## config.mk

```make
export PLATFORM = sky130hd
export DESIGN_NAME = mfb_ctrl
export DESIGN_NICKNAME = d
export VERILOG_FILES = /design/src/hw/rtl/mfb_pkg.sv /design/src/hw/rtl/mfb_ctrl.sv
export SDC_FILE = /design/constraint.sdc
export NUM_CORES = 1
export LEC_CHECK = 0
export ABC_CLOCK_PERIOD_IN_PS = 3500
export BUFFER_PORTS_ARGS = -buffer_cell sky130_fd_sc_hd__buf_2
export CAP_MARGIN = 20
export CORE_AREA = 2 2 39 41
export DETAILED_ROUTE_END_ITERATION = 6
export DIE_AREA = 0 0 41 43
export PLACE_DENSITY_LB_ADDON = 0.08
export SLEW_MARGIN = 10
export SYNTH_ARGS = -nofsm -noshare
export SYNTH_HDL_FRONTEND = slang
export SYNTH_SLANG_ARGS = --single-unit
```

## constraint.sdc

```tcl
create_clock -name i_clk -period 3.5 [get_ports i_clk]
set_input_delay 0.525 -clock i_clk [delete_from_list [all_inputs] [get_ports i_clk]]
set_output_delay 0.525 -clock i_clk [all_outputs]
set_load 0.05 [all_outputs]
```

## src/hw/rtl/mfb_pkg.sv

```systemverilog
// Package of the max flow unit: sizes, sequencer states, datapath operations
// and the command and status structs. Depends on nothing.
package mfb_pkg;

    localparam int MAX_NODES = 512;
    localparam int NODE_W    = 9;
    localparam int NCNT_W    = 10;
    localparam int MAX_EDGES = 1024;
    localparam int SLOTS     = 2 * MAX_EDGES;
    localparam int SLOT_W    = 11;
    localparam int HEAD_W    = 12;
    localparam int CNT_W     = 11;
    localparam int CAP_W     = 32;
    localparam int FLOW_W    = 42;
    localparam int QPTR_W    = 10;

    localparam logic [HEAD_W-1:0] NO_SLOT     = HEAD_W'(SLOTS);
    localparam logic [CAP_W-1:0]  CAP_ALL     = '1;
    localparam logic [NCNT_W-1:0] NODES_RESET = NCNT_W'(2);

    typedef enum logic [4:0] {
        S_CLR, S_IDLE, S_LD1, S_LD2, S_LD3, S_VCLR, S_BINIT, S_POP, S_POP2,
        S_HEAD, S_EDGE, S_EDGE2, S_EDGE3, S_A1, S_A2, S_A3, S_A4, S_OUT
    } t_state;

    typedef enum logic [4:0] {
        OP_NONE, OP_CLR, OP_ACCEPT, OP_LD1, OP_LD2, OP_LD3, OP_VCLR, OP_BINIT,
        OP_POP, OP_POP2, OP_HEAD, OP_EDGE, OP_EDGE2, OP_EDGE3, OP_A1, OP_A2,
        OP_A3, OP_A4, OP_OUT
    } t_op;

    typedef struct packed {
        t_op op;
    } t_cmd;

    typedef struct packed {
        logic edge_ok;
        logic last;
        logic clr_done;
        logic q_empty;
        logic slot_end;
        logic take;
        logic hit_sink;
        logic x_zero;
        logic out_busy;
    } t_sts;

endpackage

```

## src/hw/rtl/mfb_ctrl.sv

```systemverilog
// Sequencer of the max flow unit: loading, search, augmentation and result.
// Depends on mfb_pkg.
module mfb_ctrl (
    input  logic          i_clk,
    input  logic          i_rst_n,
    input  logic          i_in_valid,
    input  mfb_pkg::t_sts i_sts,
    output logic          o_in_ready,
    output mfb_pkg::t_cmd o_cmd
);

    mfb_pkg::t_state r_state;
    mfb_pkg::t_state n_state;

    always_ff @(posedge i_clk) begin
        if (!i_rst_n) begin
            r_state <= mfb_pkg::S_CLR;
        end else begin
            r_state <= n_state;
        end
    end

    always_comb begin
        n_state = r_state;
        unique case (r_state)
            mfb_pkg::S_CLR:   if (i_sts.clr_done) n_state = mfb_pkg::S_IDLE;
            mfb_pkg::S_IDLE:  if (i_in_valid) n_state = mfb_pkg::S_LD1;
            mfb_pkg::S_LD1: begin
                if (i_sts.edge_ok) n_state = mfb_pkg::S_LD2;
                else if (i_sts.last) n_state = mfb_pkg::S_VCLR;
                else n_state = mfb_pkg::S_IDLE;
            end
            mfb_pkg::S_LD2:   n_state = mfb_pkg::S_LD3;
            mfb_pkg::S_LD3:   n_state = i_sts.last ? mfb_pkg::S_VCLR : mfb_pkg::S_IDLE;
            mfb_pkg::S_VCLR:  if (i_sts.clr_done) n_state = mfb_pkg::S_BINIT;
            mfb_pkg::S_BINIT: n_state = mfb_pkg::S_POP;
            mfb_pkg::S_POP:   n_state = i_sts.q_empty ? mfb_pkg::S_OUT : mfb_pkg::S_POP2;
            mfb_pkg::S_POP2:  n_state = mfb_pkg::S_HEAD;
            mfb_pkg::S_HEAD:  n_state = mfb_pkg::S_EDGE;
            mfb_pkg::S_EDGE:  n_state = i_sts.slot_end ? mfb_pkg::S_POP : mfb_pkg::S_EDGE2;
            mfb_pkg::S_EDGE2: n_state = mfb_pkg::S_EDGE3;
            mfb_pkg::S_EDGE3: begin
                n_state = (i_sts.take && i_sts.hit_sink) ? mfb_pkg::S_A1 : mfb_pkg::S_EDGE;
            end
            mfb_pkg::S_A1:    n_state = i_sts.x_zero ? mfb_pkg::S_VCLR : mfb_pkg::S_A2;
            mfb_pkg::S_A2:    n_state = mfb_pkg::S_A3;
            mfb_pkg::S_A3:    n_state = mfb_pkg::S_A4;
            mfb_pkg::S_A4:    n_state = mfb_pkg::S_A1;
            mfb_pkg::S_OUT:   if (!i_sts.out_busy) n_state = mfb_pkg::S_CLR;
            default:          n_state = mfb_pkg::S_CLR;
        endcase
    end

    always_comb begin
        o_in_ready = 1'b0;
        o_cmd.op   = mfb_pkg::OP_NONE;
        unique case (r_state)
            mfb_pkg::S_CLR:   o_cmd.op = mfb_pkg::OP_CLR;
            mfb_pkg::S_IDLE: begin
                o_in_ready = 1'b1;
                if (i_in_valid) o_cmd.op = mfb_pkg::OP_ACCEPT;
            end
            mfb_pkg::S_LD1:   o_cmd.op = mfb_pkg::OP_LD1;
            mfb_pkg::S_LD2:   o_cmd.op = mfb_pkg::OP_LD2;
            mfb_pkg::S_LD3:   o_cmd.op = mfb_pkg::OP_LD3;
            mfb_pkg::S_VCLR:  o_cmd.op = mfb_pkg::OP_VCLR;
            mfb_pkg::S_BINIT: o_cmd.op = mfb_pkg::OP_BINIT;
            mfb_pkg::S_POP:   o_cmd.op = mfb_pkg::OP_POP;
            mfb_pkg::S_POP2:  o_cmd.op = mfb_pkg::OP_POP2;
            mfb_pkg::S_HEAD:  o_cmd.op = mfb_pkg::OP_HEAD;
            mfb_pkg::S_EDGE:  o_cmd.op = mfb_pkg::OP_EDGE;
            mfb_pkg::S_EDGE2: o_cmd.op = mfb_pkg::OP_EDGE2;
            mfb_pkg::S_EDGE3: o_cmd.op = mfb_pkg::OP_EDGE3;
            mfb_pkg::S_A1:    o_cmd.op = mfb_pkg::OP_A1;
            mfb_pkg::S_A2:    o_cmd.op = mfb_pkg::OP_A2;
            mfb_pkg::S_A3:    o_cmd.op = mfb_pkg::OP_A3;
            mfb_pkg::S_A4:    o_cmd.op = mfb_pkg::OP_A4;
            mfb_pkg::S_OUT:   if (!i_sts.out_busy) o_cmd.op = mfb_pkg::OP_OUT;
            default:          o_cmd.op = mfb_pkg::OP_NONE;
        endcase
    end

endmodule

```

==> results of run 1 <==
==> worst paths after layout <==
check / startpoint / end / slack (ns) / depth (start not counted)
worst max-delay path: r_state[4]$_SDFFE_PN0P_ / o_cmd[4] / 1.09 / 3
worst min register to register: r_state[2]$_SDFFE_PN0P_ / r_state[2]$_SDFFE_PN0P_ / 0.83 / 2
worst max register to register: r_state[3]$_SDFFE_PN0P_ / r_state[1]$_SDFFE_PN0P_ / 1.61 / 4
worst min-delay path: i_rst_n / r_state[4]$_SDFFE_PN0P_ / 0.55 / 2
==> layer usage <==
metal | wire length [um] | GRT usage (%) | vias to the layer above
met4 | 11 | 8.00 | 0
met3 | 86 | 6.28 | 2
met1 | 702 | 25.7 | 300
li1 | - | - | 335
met2 | 700 | 29.7 | 20
met5 | 0 | 0 | -
==> kinds of logic (layout without fill, tap and decap cells) <==
| kind of cell | after synthesis | in the layout | share of synthesized area [%] |
|---|---|---|---|
| AND/OR/NAND/NOR | 36 | 36 | 37.5 |
| flip-flops | 5 | 5 | 16.5 |
| multiplexers | 1 | 1 | 1.65 |
| AO/OA/AOI/OAI | 25 | 25 | 29.2 |
| buffers and inverters | 10 | 23 | 9.46 |
| XOR/XNOR | 4 | 4 | 5.76 |
==> layout make-up <==
cell class	instances	area share, %
Multi-Input combinational cell	66	65.3
Sequential cell	5	14.5
Timing Repair Buffer	17	12.3
Clock buffer	4	3.81
Tap cell	16	2.90
Inverter	2	1.09
==> worst register-to-register path, cell delays in order, from the launching register on <==
cell and delay [ns]:
dfxtp_1 0.71, nand2b_1 0.24, or4_1 0.47, o221ai_1 0.21, and4_1 0.21
==> through the flow <==
step / std cells / util [%] / cell area (um2) / total power [mW] / hold slack (ns)
global placement: 106 / 47.9 / 663 / 0.253 / 0.800
finish: 110 / 49.8 / 689 / 0.323 / 0.553
global route: 110 / 49.8 / 689 / 0.348 / 0.546
CTS: 110 / 49.8 / 689 / 0.326 / 0.546
detailed placement: 106 / 47.9 / 663 / 0.254 / 0.806
floorplan: 81 / - / 608 / 0.227 / 0.643
==> report_power, final <==
| group | switching [mW] | internal [mW] | total, mW |
|---|---|---|---|
| sequential | 0.0368 | 0.0638 | 0.101 |
| combinational | 0.0903 | 0.0625 | 0.153 |
| clock | 0.0262 | 0.0433 | 0.0695 |
| total | 0.153 | 0.170 | 0.323 |
==> cell usage in the layout (no fill, tap or decap), types with 2 or more instances in the layout <==
cell and instances:
nand3_1 3, or4b_4 2, nand2_1 5, o21ai_1 3
nand2b_1 4, and2_1 2, nor4_1 4, clkbuf_4 3
nor2_1 6, o21a_1 3, o22ai_1 3, buf_2 17
xnor2_1 3, dfxtp_1 5, o221ai_1 2, a21oi_1 5
==> flow_summary.yaml, run 1 <==
sta:
  max_slew.worst_pin.slew_ns: 0.761
  final-hold-violation-count: 0
  grt_setup_unrepaired: "no"
  fin_skew_ns: 0.00529
  timing.final.ws_setup_ns: 1.09
  slew_headroom_pct: 49.2
  setup_viol: 0
  period_share_pct: 68.9
  min_period_ns: 2.41
  fmax_mhz: 415
  tns_ns: 0
  maxSlewViolCount: 0
place:
  place_ws_ns: 1.36
  port_buffers: 17
  place_congestion: 0.756
  dp_hpwl_mm: 1.05
pwr:
  pwr_density_cell_mw_per_mm2: 468
  irDropWorstVdd_mv: 0.295
  leakage_nw: 0.269
clocking:
  cts.reportedPaths.clkPinSlew_ns: 0.04
  cts_resized: 0
  hold_buffers: 0
  clk_latency_ns: 0.25
  cts_root_buf: "clkbuf_4"
  clock-sinks: 5
  cts_made_buffers: 3
  cts_setup_buffers: 0
  cts_buffer_depth: 2
  htreeDepth: 1
  cts_tree: "yes"
final_layout:
  area_delta_synth_final_pct: 13.4
  largest_register_ffs: 5
  multiInputGateArea_um2: 450
  fill_cells: 147
  layout-drive-gt1-share_pct: 26.6
  layout.nets: 107
  n_antenna_cell: 0
  regArea_um2: 100
  reg.largest.list: "r_state (5)"
  top_register: "r_state"
synth:
  yosysSeqAreaShare_pct: 16.5
  syn_nets: 93
  yosysUniqueCellTypes: 40
  synth_cells: 81
  ys_warn_count: 0
  synth_edf_count: 0
  yosysMostFrequentCell: "nor2_1"
  ys.flop_type: "dfxtp_1"
  netlist_top_cells_count: "6 x nor2_1, 5 x a21oi_1, 5 x dfxtp_1, 5 x nand2_1"
  avgSynthCellArea_um2: 7.51
  synth-seq-cells: 5
  synth_top_area_share_pct: 16.5
  synth_area_um2: 608
  async_flop_share_pct: 0
  synth_top_area_cell: "dfxtp_1"
  netlist_top_cells_area: "dfxtp_1 16%, or4b_4 4.5%, xnor2_1 4.3%"
drt:
  first_pass_iters: 4
  ant_nets: 0
  drc: 0
  detail_route.wl_per_cell_um: 13.6
  drtIter0Drc: 11
  num_vias: 657
  wirelength_mm: 1.50
  vias_per_cell: 5.97
critical_path:
  max_stage_delay_ns: 0.67
  startpoint_type: "flip-flop"
  crit_arrival_ns: 1.89
  path_cells: "or4b_4, o22ai_1, buf_2"
  cp_top_family: "flip-flops"
  crit_buf_inv: 1
  crit_type: "reg2out"
  cp.required_ns: 2.97
  worst_setup_path_end_kind: "output pin"
  cp_max_fo: 18
  cpMaxStageDelayCell: "dfxtp_1"
global_route:
  grt_max_degree: 24
  grt_pass1_wl_mm: 2.42
  grt_usage_pct: 20.0
  grt_pass1_vias: 554
  grt-ovfl-total: 0
  antenna_found_initial: 0
floorplan:
  die_area_mm2: 0.00176
  initial_core_util_pct: 43.9
  core_area_mm2: 0.00138
  pin_count: 18
  die_x_um: 41
  std_cell_rows: 14
  die_h_um: 43
outcome:
  status: "completed"
worst_hold_path:
  hp-class: "in2reg"
flow_run:
  cap_viol_max_count: 0
No activity file was read; power rests on OpenSTA's default activity.
==> inputs of run 2 (changes only) <==
--- a/config.mk
+++ b/config.mk
@@ -5,12 +5,12 @@
 export SDC_FILE = /design/constraint.sdc
 export NUM_CORES = 1
 export LEC_CHECK = 0
-export ABC_CLOCK_PERIOD_IN_PS = 3500
+export ABC_CLOCK_PERIOD_IN_PS = 2200
 export BUFFER_PORTS_ARGS = -buffer_cell sky130_fd_sc_hd__buf_2
 export CAP_MARGIN = 20
-export CORE_AREA = 2 2 39 41
+export CORE_MARGIN = 2
+export CORE_UTILIZATION = 44
 export DETAILED_ROUTE_END_ITERATION = 6
-export DIE_AREA = 0 0 41 43
 export PLACE_DENSITY_LB_ADDON = 0.08
 export SLEW_MARGIN = 10
 export SYNTH_ARGS = -nofsm -noshare
==> constraint.sdc (replaced) <==
create_clock -name i_clk -period 2.2 [get_ports i_clk]
set_input_delay 0.33 -clock i_clk [delete_from_list [all_inputs] [get_ports i_clk]]
set_output_delay 0.33 -clock i_clk [all_outputs]
set_load 0.05 [all_outputs]
==> run 2 against run 1 <==
- via count grew 3.2%
- sequential share of layout area shrank 0.73 points
- sequential cell count is the same
- first-iteration DRC count grew to 3.0 times the previous value
- routed wire length grew 1.7%
- clock power grew 60%
- clock skew grew 0.0019 ns
- non-clock buffer count grew 5
- sequential power grew 37%
- combinational power grew 83%
==> flow_summary.yaml, run 2 (synthesis gave the netlist of run 1 again) <==
sta:
  setup_viol: 0
  maxSlewViolCount: 0
  timing.final.ws_setup_ns: 0.185
  max_slew.worst_pin.slew_ns: 0.519
  fin_skew_ns: 0.00719
  grt_setup_unrepaired: "no"
  min_period_ns: 2.01
  fmax_mhz: 496
  whs_ns: 0.359
  slew_headroom_pct: 65.3
  period_share_pct: 91.6
  final-hold-violation-count: 0
  tns_ns: 0
flow_run:
  cap_viol_max_count: 0
clocking:
  cts_root_buf: "clkbuf_4"
  cts.reportedPaths.clkPinSlew_ns: 0.05
  cts_setup_buffers: 0
  cts_buffer_depth: 2
  clk_latency_ns: 0.25
  cts_resized: 0
  clock-sinks: 5
  htreeDepth: 1
  hold_buffers: 0
  cts_made_buffers: 3
  cts_tree: "yes"
global_route:
  grt_pass1_vias: 529
  grt_usage_pct: 21.1
  antenna_found_initial: 0
  grt-ovfl-total: 0
  grt_max_degree: 16
  grt_pass1_wl_mm: 2.37
pwr:
  power_mw: 0.528
  irDropWorstVdd_mv: 0.449
  leakage_nw: 0.296
  pwr_density_cell_mw_per_mm2: 728
floorplan:
  core_area_mm2: 0.00130
  initial_core_util_pct: 46.7
  die_x_um: 41.2
  pin_count: 18
  std_cell_rows: 13
  die_h_um: 41.2
  die_area_mm2: 0.00170
place:
  port_buffers: 17
  placed_cells: 110
  place_congestion: 0.791
  place_ws_ns: 0.476
  dp_hpwl_mm: 1.16
critical_path:
  worst_setup_path_end_kind: "output pin"
  reg2reg_depth: 4
  startpoint_type: "flip-flop"
  r2r_end: "r_state[1]$_SDFFE_PN0P_"
  reg2reg_slack_ns: 0.47
  cp_max_fo: 15
  timing.rr.start: "r_state[2]$_SDFFE_PN0P_"
  setup.worst_path.start: "r_state[2]$_SDFFE_PN0P_"
  crit_arrival_ns: 1.68
  cp.required_ns: 1.87
  crit_type: "reg2out"
final_layout:
  fill_cells: 140
  layout-drive-gt1-share_pct: 30.3
  n_antenna_cell: 0
  final_common_cell: "buf_2"
  layout_common_cells: "17 x buf_2, 6 x nor2_1"
  largest_register_ffs: 5
  top_register: "r_state"
  layout.nets: 112
  reg.largest.list: "r_state (5)"
  area_delta_synth_final_pct: 19.3
  final_cells: 114
drt:
  vias_per_cell: 5.95
  first_pass_iters: 4
  drtIter0Drc: 33
  ant_nets: 0
  num_vias: 678
  drc: 0
  wirelength_mm: 1.53
  detail_route.wl_per_cell_um: 13.4
worst_hold_path:
  hp-start: "i_rst_n"
  hp-class: "in2reg"
  whs_endpoint: "r_state[3]$_SDFFE_PN0P_"
  min_path_cells: 2
outcome:
  status: "completed"
-- run 2: cell count changes in the layout (fill, tap and decap cells not counted) --
| cell | previous run | this run |
|---|---|---|
| buf_4 | 0 | 5 |
-- run 2: power by group --
| group | internal, mW | switching, mW |
|---|---|---|
| sequential | 0.102 | 0.0362 |
| clock | 0.0688 | 0.0419 |
| combinational | 0.109 | 0.171 |
| total | 0.280 | 0.249 |
-- run 2: area by class of cell --
type	count	area, um2	area share (%)
Clock buffer	4	26.3	3.62
Inverter	2	7.51	1.03
Multi-Input combinational cell	66	450	62.1
Sequential cell	5	100	13.8
Tap cell	15	18.8	2.59
Timing Repair Buffer	22	123	16.9
-- run 2: critical path, cell delays in order, from the launching register on --
cell and delay, ns:
dfxtp_1 0.46, or4b_4 0.57, o22ai_1 0.12, buf_2 0.28
-- run 2: worst max-delay path by stage --
stage	endpoint	slack [ns]	depth (start not counted)
after floorplan	o_cmd[4]	0.13	3
after global placement	o_cmd[4]	0.49	3
after detailed placement	o_cmd[4]	0.48	3
after CTS	o_cmd[4]	0.21	3
after global routing	o_cmd[4]	0.13	3
final	o_cmd[4]	0.19	3
-- run 2: routing by layer --
| metal | share of wire, % | GRT usage [%] |
|---|---|---|
| met1 | 47 | 29.5 |
| met2 | 47 | 32.4 |
| met3 | 6.6 | 4.89 |
| met4 | 0 | 4.84 |
| met5 | 0 | 0 |
-- run 2: stage by stage --
stage	area, um2	util, %
floorplan	608	-
global placement	699	53.8
detailed placement	699	53.8
CTS	726	55.8
global route	726	55.8
finish	726	55.8
==> inputs of run 3 (changes only) <==
--- a/config.mk
+++ b/config.mk
@@ -11,7 +11,7 @@
 export CORE_MARGIN = 2
 export CORE_UTILIZATION = 44
 export DETAILED_ROUTE_END_ITERATION = 6
-export PLACE_DENSITY_LB_ADDON = 0.08
+export PLACE_DENSITY = 0.72
 export SLEW_MARGIN = 10
 export SYNTH_ARGS = -nofsm -noshare
 export SYNTH_HDL_FRONTEND = slang
==> run 3 against run 2 <==
- critical path depth did not move
- count of clock-buffer cells in the layout did not move
- register-to-register slack got worse by 0.04 ns
- die area did not move
- largest cell class unchanged
- clock power rose by 6%
- hold slack got worse by 0.0092 ns
- power rose by 2.9%
- global-route usage barely moved
- critical endpoint unchanged
- sequential power barely moved
- final cell count did not move
- combinational power rose by 2%
- sequential share of layout area did not move
- largest power group unchanged
==> flow_summary.yaml, run 3 (synthesis gave the netlist of run 1 again) <==
global_route:
  grt_pass1_wl_mm: 2.38
  grt_usage_pct: 21.1
  grt_pass1_vias: 573
  grt-ovfl-total: 0
  grt_max_degree: 16
  antenna_found_initial: 0
drt:
  ant_nets: 0
  wirelength_mm: 1.61
  drc: 0
  vias_per_cell: 6.08
  detail_route.wl_per_cell_um: 14.1
  drtIter0Drc: 11
  first_pass_iters: 4
  num_vias: 693
sta:
  setup_viol: 0
  maxSlewViolCount: 0
  min_period_ns: 2.04
  max_slew.worst_pin.slew_ns: 0.534
  fin_skew_ns: 0.00581
  tns_ns: 0
  fmax_mhz: 490
  period_share_pct: 92.8
  final-hold-violation-count: 0
  slew_headroom_pct: 64.4
  grt_setup_unrepaired: "no"
critical_path:
  startpoint_type: "flip-flop"
  cp_max_fo: 15
  crit_type: "reg2out"
  cp.required_ns: 1.87
  crit_arrival_ns: 1.71
  worst_setup_path_end_kind: "output pin"
floorplan:
  core_area_mm2: 0.00130
  std_cell_rows: 13
  die_area_mm2: 0.00170
  pin_count: 18
  initial_core_util_pct: 46.7
  die_x_um: 41.2
  die_h_um: 41.2
flow_run:
  cap_viol_max_count: 0
clocking:
  cts.reportedPaths.clkPinSlew_ns: 0.05
  clock-sinks: 5
  cts_resized: 0
  cts_buffer_depth: 2
  cts_root_buf: "clkbuf_4"
  cts_setup_buffers: 0
  clk_latency_ns: 0.26
  htreeDepth: 1
  cts_tree: "yes"
  hold_buffers: 0
  cts_made_buffers: 3
final_layout:
  area_delta_synth_final_pct: 19.3
  final_common_cell: "buf_2"
  reg.largest.list: "r_state (5)"
  top_register: "r_state"
  fin_util_pct: 55.8
  layout_common_cells: "17 x buf_2, 6 x nor2_1"
  layout.nets: 112
  layout-drive-gt1-share_pct: 30.3
  largest_register_ffs: 5
  n_antenna_cell: 0
pwr:
  leakage_nw: 0.295
  pwr_density_cell_mw_per_mm2: 750
  irDropWorstVdd_mv: 0.452
worst_hold_path:
  hp-class: "in2reg"
place:
  port_buffers: 17
  place_congestion: 0.791
  dp_hpwl_mm: 1.14
outcome:
  status: "completed"
-- run 3: worst max-delay path, stage by stage (launching register included) --
cell and delay (ns):
dfxtp_1 0.47, or4b_4 0.58, o22ai_1 0.12, buf_2 0.28
-- run 3: metrics by stage --
stage	instance area [um2]	setup WS (ns)	hold WS, ns	total power, mW	instances
4_1_cts	726	0.181	0.345	0.544	114
3_3_place_gp	699	0.465	0.609	0.426	110
6_report	726	0.158	0.350	0.544	114
3_5_place_dp	699	0.462	0.606	0.426	110
5_1_grt	726	0.120	0.351	0.573	114
2_1_floorplan	608	0.130	0.448	0.361	81
-- run 3: final timing paths --
kind                           start                 endpoint  slack (ns)  depth (start not counted)
max          r_state[2]$_SDFFE_PN0P_                 o_cmd[4]        0.16                          3
min                          i_rst_n  r_state[0]$_SDFFE_PN0P_        0.35                          2
max reg2reg  r_state[2]$_SDFFE_PN0P_  r_state[1]$_SDFFE_PN0P_        0.43                          4
min reg2reg  r_state[2]$_SDFFE_PN0P_  r_state[2]$_SDFFE_PN0P_        0.81                          2
-- run 3: cell type report --
cell class / count / area [um2]
Fill cell: 138 / 576
Timing Repair Buffer: 22 / 123
Clock buffer: 4 / 26.3
Tap cell: 15 / 18.8
Multi-Input combinational cell: 66 / 450
Sequential cell: 5 / 100
Inverter: 2 / 7.51
-- run 3: where the power goes --
group	leakage, nW	switching, mW	internal, mW
Clock	0.0150	0.0489	0.0693
Combinational	0.240	0.170	0.116
Sequential	0.0407	0.0388	0.101
Total	0.295	0.257	0.287
-- run 3: per-layer routing --
metal	vias up	part of all wire, %	global-route usage, %
met5	-	0	0
met4	0	0	4.84
li1	350	-	-
met2	27	47	37.1
met1	316	47	25.2
met3	0	6.0	5.43
